### config.mk
export PLATFORM = sky130hd
export DESIGN_NAME = jpeg_baseline_header_parser_core
export DESIGN_NICKNAME = d
export VERILOG_FILES = /design/src/design/jbhp_pkg.sv /design/src/design/jbhp_in_stage.sv /design/src/design/jbhp_parser.sv /design/src/design/jpeg_baseline_header_parser_core.sv
export SDC_FILE = /design/constraint.sdc
export NUM_CORES = 1
export LEC_CHECK = 0
export BUFFER_PORTS_ARGS = -buffer_cell sky130_fd_sc_hd__buf_2
export CORE_AREA = 5 5 108 110
export DETAILED_ROUTE_END_ITERATION = 12
export DIE_AREA = 0 0 113 115
export PLACE_DENSITY_LB_ADDON = 0.25
export SKIP_CTS_REPAIR_TIMING = 1
export SLEW_MARGIN = 40
export SYNTH_ARGS = -nofsm -noshare
export SYNTH_HDL_FRONTEND = slang
export SYNTH_SLANG_ARGS = --single-unit
### constraint.sdc
create_clock -name clk -period 4.5 [get_ports clk]
set_input_delay 1.35 -clock clk [delete_from_list [all_inputs] [get_ports clk]]
set_output_delay 1.35 -clock clk [all_outputs]
set_load 0.03 [all_outputs]
### src/design/jbhp_pkg.sv
// Shared types and constants for the JPEG baseline header parser.
`default_nettype none
package jbhp_pkg;

  localparam logic [7:0] MARKER_PREFIX = 8'hff;
  localparam logic [7:0] MARKER_SOI    = 8'hd8;
  localparam logic [7:0] MARKER_SOF0   = 8'hc0;

  localparam logic [7:0] NCOMP_GRAY = 8'd1;
  localparam logic [7:0] NCOMP_RGB  = 8'd3;
  localparam logic [7:0] NCOMP_CMYK = 8'd4;

  localparam logic [15:0] MIN_SEG_LEN = 16'd2;

  typedef enum logic [2:0] {
    ST_OK       = 3'd0,
    ST_BADSTART = 3'd1,
    ST_NOPREFIX = 3'd2,
    ST_COMPS    = 3'd3,
    ST_SHORTLEN = 3'd4
  } status_t;

  typedef enum logic [1:0] {
    CS_GRAY = 2'd0,
    CS_RGB  = 2'd1,
    CS_CMYK = 2'd2
  } color_t;

  typedef enum logic [2:0] {
    PH_IDLE,
    PH_SOI2,
    PH_PREFIX,
    PH_MARKER,
    PH_LEN_HI,
    PH_LEN_LO,
    PH_SKIP,
    PH_FRAME
  } phase_t;

  localparam logic [3:0] FRM_LEN_HI = 4'd0;
  localparam logic [3:0] FRM_LEN_LO = 4'd1;
  localparam logic [3:0] FRM_PREC   = 4'd2;
  localparam logic [3:0] FRM_H_HI   = 4'd3;
  localparam logic [3:0] FRM_H_LO   = 4'd4;
  localparam logic [3:0] FRM_W_HI   = 4'd5;
  localparam logic [3:0] FRM_W_LO   = 4'd6;

  typedef struct packed {
    logic [7:0] data_byte;
    logic       first_byte;
  } in_t;

  typedef struct packed {
    logic [2:0]  status;
    logic [15:0] image_height;
    logic [15:0] image_width;
    logic [7:0]  bits_per_component;
    logic [1:0]  color_space;
  } out_t;

endpackage
`default_nettype wire

### src/design/jbhp_in_stage.sv
// Input register stage holding one accepted byte request.
`default_nettype none
module jbhp_in_stage (
  input  wire logic          clk,
  input  wire logic          rst_n,
  input  wire logic          in_valid,
  output      logic          in_stall,
  input  wire jbhp_pkg::in_t in_req,
  output      logic          item_vld,
  output      jbhp_pkg::in_t item,
  input  wire logic          take
);

  logic          vld_r;
  logic          vld_nxt;
  jbhp_pkg::in_t req_r;
  logic          load;

  assign in_stall = vld_r & ~take;
  assign load     = in_valid & ~in_stall;
  assign item_vld = vld_r;
  assign item     = req_r;

  always_comb begin
    vld_nxt = vld_r;
    if (load) begin
      vld_nxt = 1'b1;
    end else if (take) begin
      vld_nxt = 1'b0;
    end
  end

  always_ff @(posedge clk) begin
    if (!rst_n) begin
      vld_r <= 1'b0;
    end else begin
      vld_r <= vld_nxt;
    end
  end

  always_ff @(posedge clk) begin
    if (load) begin
      req_r <= in_req;
    end
  end

endmodule
`default_nettype wire

### src/design/jbhp_parser.sv
// Marker walk state machine, frame field capture and result register.
`default_nettype none
module jbhp_parser (
  input  wire logic           clk,
  input  wire logic           rst_n,
  input  wire logic           item_vld,
  input  wire jbhp_pkg::in_t  item,
  output      logic           take,
  output      logic           out_valid,
  input  wire logic           out_stall,
  output      jbhp_pkg::out_t out_res
);

  jbhp_pkg::phase_t phase_r, phase_nxt;
  logic [15:0]      skip_r, skip_nxt;
  logic [3:0]       idx_r, idx_nxt;
  logic [15:0]      height_r, height_nxt;
  logic [15:0]      width_r, width_nxt;
  logic [7:0]       prec_r, prec_nxt;
  logic [7:0]       len_hi_r, len_hi_nxt;
  logic             out_vld_r, out_vld_nxt;
  jbhp_pkg::out_t   res_r, res_nxt;
  logic             emit;

  logic [7:0]  b;
  logic [15:0] seg_len;
  logic        short_len;
  logic [15:0] skip_len;

  assign take      = item_vld & ~(out_vld_r & out_stall);
  assign b         = item.data_byte;
  assign seg_len   = {len_hi_r, b};
  assign short_len = seg_len < jbhp_pkg::MIN_SEG_LEN;
  assign skip_len  = seg_len - jbhp_pkg::MIN_SEG_LEN;

  always_comb begin
    phase_nxt = phase_r;
    if (take) begin
      if (item.first_byte) begin
        phase_nxt = (b == jbhp_pkg::MARKER_PREFIX) ? jbhp_pkg::PH_SOI2 : jbhp_pkg::PH_IDLE;
      end else begin
        unique case (phase_r)
          jbhp_pkg::PH_SOI2: begin
            phase_nxt = (b == jbhp_pkg::MARKER_SOI) ? jbhp_pkg::PH_PREFIX : jbhp_pkg::PH_IDLE;
          end
          jbhp_pkg::PH_PREFIX: begin
            phase_nxt = (b == jbhp_pkg::MARKER_PREFIX) ? jbhp_pkg::PH_MARKER
                                                       : jbhp_pkg::PH_IDLE;
          end
          jbhp_pkg::PH_MARKER: begin
            phase_nxt = (b == jbhp_pkg::MARKER_SOF0) ? jbhp_pkg::PH_FRAME
                                                     : jbhp_pkg::PH_LEN_HI;
          end
          jbhp_pkg::PH_LEN_HI: begin
            phase_nxt = jbhp_pkg::PH_LEN_LO;
          end
          jbhp_pkg::PH_LEN_LO: begin
            if (short_len) begin
              phase_nxt = jbhp_pkg::PH_IDLE;
            end else if (skip_len == 16'd0) begin
              phase_nxt = jbhp_pkg::PH_PREFIX;
            end else begin
              phase_nxt = jbhp_pkg::PH_SKIP;
            end
          end
          jbhp_pkg::PH_SKIP: begin
            if (skip_r == 16'd1) begin
              phase_nxt = jbhp_pkg::PH_PREFIX;
            end
          end
          jbhp_pkg::PH_FRAME: begin
            if (idx_r == jbhp_pkg::FRM_LEN_LO && short_len) begin
              phase_nxt = jbhp_pkg::PH_IDLE;
            end else if (idx_r > jbhp_pkg::FRM_W_LO) begin
              phase_nxt = jbhp_pkg::PH_IDLE;
            end
          end
          default: begin
            phase_nxt = jbhp_pkg::PH_IDLE;
          end
        endcase
      end
    end
  end

  always_comb begin
    skip_nxt   = skip_r;
    idx_nxt    = idx_r;
    height_nxt = height_r;
    width_nxt  = width_r;
    prec_nxt   = prec_r;
    len_hi_nxt = len_hi_r;
    emit       = 1'b0;
    res_nxt    = '0;
    if (take) begin
      if (item.first_byte) begin
        idx_nxt  = 4'd0;
        skip_nxt = 16'd0;
        if (b != jbhp_pkg::MARKER_PREFIX) begin
          emit           = 1'b1;
          res_nxt.status = jbhp_pkg::ST_BADSTART;
        end
      end else begin
        unique case (phase_r)
          jbhp_pkg::PH_SOI2: begin
            if (b != jbhp_pkg::MARKER_SOI) begin
              emit           = 1'b1;
              res_nxt.status = jbhp_pkg::ST_BADSTART;
            end
          end
          jbhp_pkg::PH_PREFIX: begin
            if (b != jbhp_pkg::MARKER_PREFIX) begin
              emit           = 1'b1;
              res_nxt.status = jbhp_pkg::ST_NOPREFIX;
            end
          end
          jbhp_pkg::PH_MARKER: begin
            if (b == jbhp_pkg::MARKER_SOF0) begin
              idx_nxt = 4'd0;
            end
          end
          jbhp_pkg::PH_LEN_HI: begin
            len_hi_nxt = b;
          end
          jbhp_pkg::PH_LEN_LO: begin
            if (short_len) begin
              emit           = 1'b1;
              res_nxt.status = jbhp_pkg::ST_SHORTLEN;
            end else begin
              skip_nxt = skip_len;
            end
          end
          jbhp_pkg::PH_SKIP: begin
            skip_nxt = skip_r - 16'd1;
          end
          jbhp_pkg::PH_FRAME: begin
            idx_nxt = idx_r + 4'd1;
            unique case (idx_r)
              jbhp_pkg::FRM_LEN_HI: len_hi_nxt = b;
              jbhp_pkg::FRM_LEN_LO: begin
                if (short_len) begin
                  emit           = 1'b1;
                  res_nxt.status = jbhp_pkg::ST_SHORTLEN;
                  idx_nxt        = idx_r;
                end
              end
              jbhp_pkg::FRM_PREC: prec_nxt   = b;
              jbhp_pkg::FRM_H_HI: height_nxt = {b, 8'd0};
              jbhp_pkg::FRM_H_LO: height_nxt = {height_r[15:8], b};
              jbhp_pkg::FRM_W_HI: width_nxt  = {b, 8'd0};
              jbhp_pkg::FRM_W_LO: width_nxt  = {width_r[15:8], b};
              default: begin
                idx_nxt = 4'd0;
                emit    = 1'b1;
                if (b == jbhp_pkg::NCOMP_GRAY || b == jbhp_pkg::NCOMP_RGB ||
                    b == jbhp_pkg::NCOMP_CMYK) begin
                  res_nxt.status             = jbhp_pkg::ST_OK;
                  res_nxt.image_height       = height_r;
                  res_nxt.image_width        = width_r;
                  res_nxt.bits_per_component = prec_r;
                  if (b == jbhp_pkg::NCOMP_GRAY) begin
                    res_nxt.color_space = jbhp_pkg::CS_GRAY;
                  end else if (b == jbhp_pkg::NCOMP_RGB) begin
                    res_nxt.color_space = jbhp_pkg::CS_RGB;
                  end else begin
                    res_nxt.color_space = jbhp_pkg::CS_CMYK;
                  end
                end else begin
                  res_nxt.status = jbhp_pkg::ST_COMPS;
                end
              end
            endcase
          end
          default: begin
          end
        endcase
      end
    end
  end

  always_comb begin
    if (emit) begin
      out_vld_nxt = 1'b1;
    end else if (out_stall) begin
      out_vld_nxt = out_vld_r;
    end else begin
      out_vld_nxt = 1'b0;
    end
  end

  always_ff @(posedge clk) begin
    if (!rst_n) begin
      phase_r   <= jbhp_pkg::PH_IDLE;
      skip_r    <= 16'd0;
      idx_r     <= 4'd0;
      height_r  <= 16'd0;
      width_r   <= 16'd0;
      prec_r    <= 8'd0;
      len_hi_r  <= 8'd0;
      out_vld_r <= 1'b0;
    end else begin
      phase_r   <= phase_nxt;
      skip_r    <= skip_nxt;
      idx_r     <= idx_nxt;
      height_r  <= height_nxt;
      width_r   <= width_nxt;
      prec_r    <= prec_nxt;
      len_hi_r  <= len_hi_nxt;
      out_vld_r <= out_vld_nxt;
    end
  end

  always_ff @(posedge clk) begin
    if (emit) begin
      res_r <= res_nxt;
    end
  end

  assign out_valid = out_vld_r;
  assign out_res   = res_r;

endmodule
`default_nettype wire

### src/design/jpeg_baseline_header_parser_core.sv
// Top level of the JPEG baseline header parser.
//
//   channel  | handshake            | payload
//   ---------+----------------------+------------------------------
//   input    | in_valid / in_stall  | in_req  (data_byte, first_byte)
//   result   | out_valid / out_stall| out_res (status, size, precision, color)
//
// One byte request is taken every cycle unless a held result is stalled; the
// completing byte passes the input register and then the result is written
// to the output register. Throughput is set by the input register and the
// parser step. Reset clears the valid bits and returns the parser to idle. A
// stalled result holds while the input register still takes one more byte.
`default_nettype none
module jpeg_baseline_header_parser_core (
  input  wire logic           clk,
  input  wire logic           rst_n,
  input  wire logic           in_valid,
  output      logic           in_stall,
  input  wire jbhp_pkg::in_t  in_req,
  output      logic           out_valid,
  input  wire logic           out_stall,
  output      jbhp_pkg::out_t out_res
);

  logic          item_vld;
  jbhp_pkg::in_t item;
  logic          take;

  jbhp_in_stage u_in_stage (
    .clk      (clk),
    .rst_n    (rst_n),
    .in_valid (in_valid),
    .in_stall (in_stall),
    .in_req   (in_req),
    .item_vld (item_vld),
    .item     (item),
    .take     (take)
  );

  jbhp_parser u_parser (
    .clk       (clk),
    .rst_n     (rst_n),
    .item_vld  (item_vld),
    .item      (item),
    .take      (take),
    .out_valid (out_valid),
    .out_stall (out_stall),
    .out_res   (out_res)
  );

endmodule
`default_nettype wire
Yosys cells after proc, flatten, opt, wreduce, memory -nomap -nowiden

Index checks and enable logic that the tools add are counted.

Register bits after elaboration: 127
Bits of input ports: 13
Word-level logic and storage cells: 130

$add $sub $neg: 3
Magnitude comparators: 2
Equal/unequal tests: 29
Muxes and demuxes: 43
Bitwise operators: 12
Reductions and logical operators: 23

Operators by type and width:

| kind                                                 | number |
|---|---|
| one-hot mux 16 bit (2 select lines)                  | 3 |
| two-way mux 16 bit                                   | 2 |
| equality test 8 bit, second input constant           | 3 |
| two-way mux 3 bit                                    | 8 |
| one-hot mux 3 bit (7 select lines)                   | 1 |
| AND reduction 4 bit                                  | 5 |
| equality test 16 x 1 -> 1 bit, second input constant | 1 |
| logical NOT 16 bit                                   | 1 |
| < comparator 16 x 2 -> 1 bit, second input constant  | 1 |
| inequality test 8 bit, second input constant         | 2 |
| one-hot mux 4 bit (2 select lines)                   | 2 |
| one-hot mux 8 bit (2 select lines)                   | 1 |
| subtractor 16 x 1 -> 16 bit, second input constant   | 1 |
| subtractor 16 x 2 -> 16 bit, second input constant   | 1 |
| equality test 3 bit, second input constant           | 4 |
| equality test 4 x 3 -> 1 bit, second input constant  | 3 |
| two-way mux 1 bit                                    | 12 |
| two-way mux 2 bit                                    | 6 |
| two-way mux 4 bit                                    | 3 |
| one-hot mux 3 bit (4 select lines)                   | 1 |
| OR reduction 12 bit                                  | 1 |
| OR reduction 11 bit                                  | 1 |
| AND reduction 5 bit                                  | 2 |
| equality test 4 x 2 -> 1 bit, second input constant  | 2 |
| other kinds (26)                                     | 45 |

Depth between registers and ports, before layout

Depth in word-level cells: 8
Gate-level depth with buffers: 10

Modules after synthesis

Synthesis repeated with hierarchy kept, for this count alone.

Cell total of the unflattened synthesis: 595
Area, all modules: 5952.0 um^2

By module, submodules not included:

| module        | instances | cells an instance | area an instance (um^2) |
|---|---|---|---|
| jbhp_parser   | 1         | 582               | 5634.2 |
| jbhp_in_stage | 1         | 13                | 317.8 |

Least setup slack after synthesis

Ideal clock, no wire load.

Kind: input-to-reg
Start: input port out_stall
End: register u_parser.res_r (netlist bit u_parser.out_res[0]) (enable)
Setup time: 406 ps
Arrival: 3018 ps
Data required time: 4094 ps
Path slack: 1076 ps
Stages on the path: 4
Buffers on the path: 1
Cell sequence: a21bo_2 > clkbuf_1 > a21oi_1 > o21a_1

Cells in the longest elaborated chain, start to end: 4

Ends and longest elaborated chain:

| what                 | line                                   | RTL |
|---|---|---|
| from (decl)          | jpeg_baseline_header_parser_core.sv:21 | `input wire logic out_stall,` |
| bitwise AND 1 bit    | jbhp_parser.sv:30                      | `assign take = item_vld & ~(out_vld_r & out_stall);` |
| NOT 1 bit            | jbhp_parser.sv:30                      |  |
| bitwise AND 1 bit    | jbhp_parser.sv:30                      |  |
| two-way mux 1 bit    | jbhp_parser.sv:95                      | `if (take) begin` |
| net u_parser.emit    | jbhp_parser.sv:23                      | `logic emit;` |
| to (signal assigned) | jbhp_parser.sv:215                     | `res_r <= res_nxt;` |
| to (decl)            | jbhp_parser.sv:22                      | `jbhp_pkg::out_t res_r, res_nxt;` |

The timed path passes the listed nets, and every way through them passes these cells.
A chain may end at the register's enable or synchronous reset.

Worst setup path after layout

Start: input port out_stall
End: output port in_stall

Cells in the longest elaborated chain, start to end: 5

Ends and longest elaborated chain:

| what                | line                                   | RTL |
|---|---|---|
| bitwise AND 1 bit   | jbhp_parser.sv:30                      |  |
| NOT 1 bit           | jbhp_parser.sv:30                      |  |
| bitwise AND 1 bit   | jbhp_parser.sv:30                      |  |
| NOT 1 bit (no line) | --                                     |  |
| bitwise AND 1 bit   | jbhp_in_stage.sv:19                    | `assign in_stall = vld_r & ~take;` |
| to (decl)           | jpeg_baseline_header_parser_core.sv:18 | `output logic in_stall,` |

Every way passes these cells.

==> impl_metrics.yaml <==
synthesis:
  syn_area_um2: 6070
  synth_area_leaders: "edfxtp_1, dfxtp_1, and2_1, mux2i_1, nor2b_1"
  syn_nets: 626
  syn_avg_cell_area_um2: 10.0
  synth.largest_area_cell: "edfxtp_1"
  ys_ff_latch: 127
  async_flop_share_pct: 0
  synth_edf_count: 54
  synth.yosys.warnings: 0
  syn_inst: 606
  yosysUniqueCellTypes: 66
  synth_ff_type: "dfxtp_1"
  synth_top_cell_area_share_pct: 26.7
  yosysSeqAreaShare_pct: 50.8
die:
  dieArea_um2: 13000
  num_rows: 38
  start_util_pct: 57.3
  io_pins: 60
  dieWidth_um: 113
  fp.coreArea_um2: 10600
  die_height_um: 115
run_status:
  status: "complete, no violations"
global_routing:
  grt_usage_pct: 23.2
  grt_max_degree: 62
  grt_pass1_vias: 4784
  grt_pass1_wl_mm: 23.7
  antenna_found_initial: 0
  overflow: 0
setup_path:
  end_kind: "output port"
  crit_type: "in2out"
  cp_max_fo: 3
  worstPathRequired_ps: 3150
  worst_ep_arrival_time_ps: 1870
  start_kind: "primary input"
cts:
  clk_latency_ps: 520
  cts_root_buf: "clkbuf_8"
  cts_sinks: 127
  clkTransAtPathRegs_ps: 50
  cts_buffers: 17
  clock_path_buffers: 2
  cts_tree: "built"
  cts_max_level: 4
cells_and_area:
  layout.nets: 674
  most-common-layout-cells: "dfxtp_1, buf_2, nand2_1, edfxtp_1, and2_1"
  syn2layout_area_growth_pct: 16.2
  utilization_pct: 66.5
  antenna_cells: 0
  layout-drive-gt1-share_pct: 17.5
  fillers: 792
  layout_commonest_cell: "dfxtp_1"
  finalInstanceArea_um2: 7050
worst_hold_path:
  worstHoldPathType: "reg2reg"
place:
  postPlaceCellArea_um2: 6430
  port_buffers: 59
  gp_congestion: 0.935
  dp_hpwl_mm: 9.40
detailed_routing:
  ant_nets: 0
  via_per_inst: 5.95
  dr.pass1.iters: 5
  vias: 4802
  routed_wl_mm: 14.4
  drc: 0
  wl_per_cell_um: 17.8
  drt_iter0_markers: 361
sta:
  rsz0062_at_grt: "no"
  clock_skew_ps: 11.0
  post-route-period-util_pct: 71.5
  finalSetupTns_ps: 0
  min_period_ps: 3220
  setup_violations: 0
  finalMaxSlewViolations: 0
  maxSlewHeadroom_pct: 42.6
  clock.fmax_mhz: 311
  hold_violations: 0
  worst_pin_slew_ps: 853
power_and_ir_drop:
  ir_drop_uv: 211
  leakagePower_nw: 2.70
  power.total_mw: 2.72
  powerDensity_nw_per_um2: 385
flow_run:
  drv_cap: 0
## power by group
part	internal, mW	switching (mW)	total (mW)
Clock	0.902	0.497	1.40
Combinational	0.0316	0.0669	0.0985
Sequential	1.21	0.0125	1.22
## metrics by stage
stage	worst slack (ps)	hold slack [ps]	std cells
floorplan	1080	436	606
global placement	1270	451	775
detailed placement	1220	455	775
CTS	1270	460	807
global route	1240	483	807
finish	1280	457	807
## cell families (layout without fill, tap and decap cells)
kind of cell | Yosys count | after routing | synth area share, %
adders and majority gates | 7 | 7 | 1.44
muxes | 25 | 25 | 4.12
buffers and inverters | 48 | 109 | 3.54
DFF | 127 | 127 | 50.8
and+or+nand+nor | 269 | 269 | 24.6
AOI/OAI and AO/OA | 114 | 114 | 13.2
xor gates and xnor gates | 16 | 16 | 2.31
## Yosys cell counts, drive strengths merged, types with 17 or more instances
master / number
nor2: 20
edfxtp: 54
dfxtp: 73
a21oi: 17
mux2i: 25
and2: 44
nor2b: 36
a21boi: 22
nor3: 20
nand2: 57
o21ai: 18
clkbuf: 30
nand3: 34
## final cells by class
| cell class | count | area, um^2 | share of cell area, % |
|---|---|---|---|
| clock inverters | 13 | 185 | 2.63 |
| repair buffers | 67 | 355 | 5.04 |
| well taps | 140 | 175 | 2.48 |
| clock buffers | 19 | 422 | 5.98 |
| inverters | 10 | 37.5 | 0.532 |
| multi-input cells | 431 | 2790 | 39.6 |
| flip-flops and latches | 127 | 3080 | 43.7 |
## metal layers
| layer | share of wire [%] | global-route usage (%) |
|---|---|---|
| met1 | 42 | 28.4 |
| met2 | 47 | 37.5 |
| met3 | 6.8 | 6.53 |
| met4 | 3.8 | 12.3 |
| met5 | 0 | 0 |
## critical path, stage by stage
cell and delay [ps]:
buf_2 100, and3_1 200, buf_2 210
## path summary, 6_finish.rpt
| check | from | to | slack (ps) | cells after the start |
|---|---|---|---|---|
| hold reg to reg | u_parser.height_r[8] | u_parser.height_r[8] | 460 | 2 |
| setup reg to reg | u_in_stage.item[8] | u_parser.out_res[34] | 1520 | 5 |
| setup / recovery | out_stall | in_stall | 1280 | 3 |
| hold / removal | u_parser.height_r[8] | u_parser.height_r[8] | 460 | 2 |
## state kept, by name, summed over array words and instances (netlist names)
name,count
u_parser.height_r,16
u_parser.len_hi_r,8
u_parser.idx_r,4
u_in_stage.item_vld,1
u_parser.skip_r,16
u_in_stage.item,9
u_parser.out_valid,1
u_parser.width_r,16
u_parser.prec_r,8
u_parser.out_res,45
u_parser.phase_r,3
(Power assumes the default switching activity.)
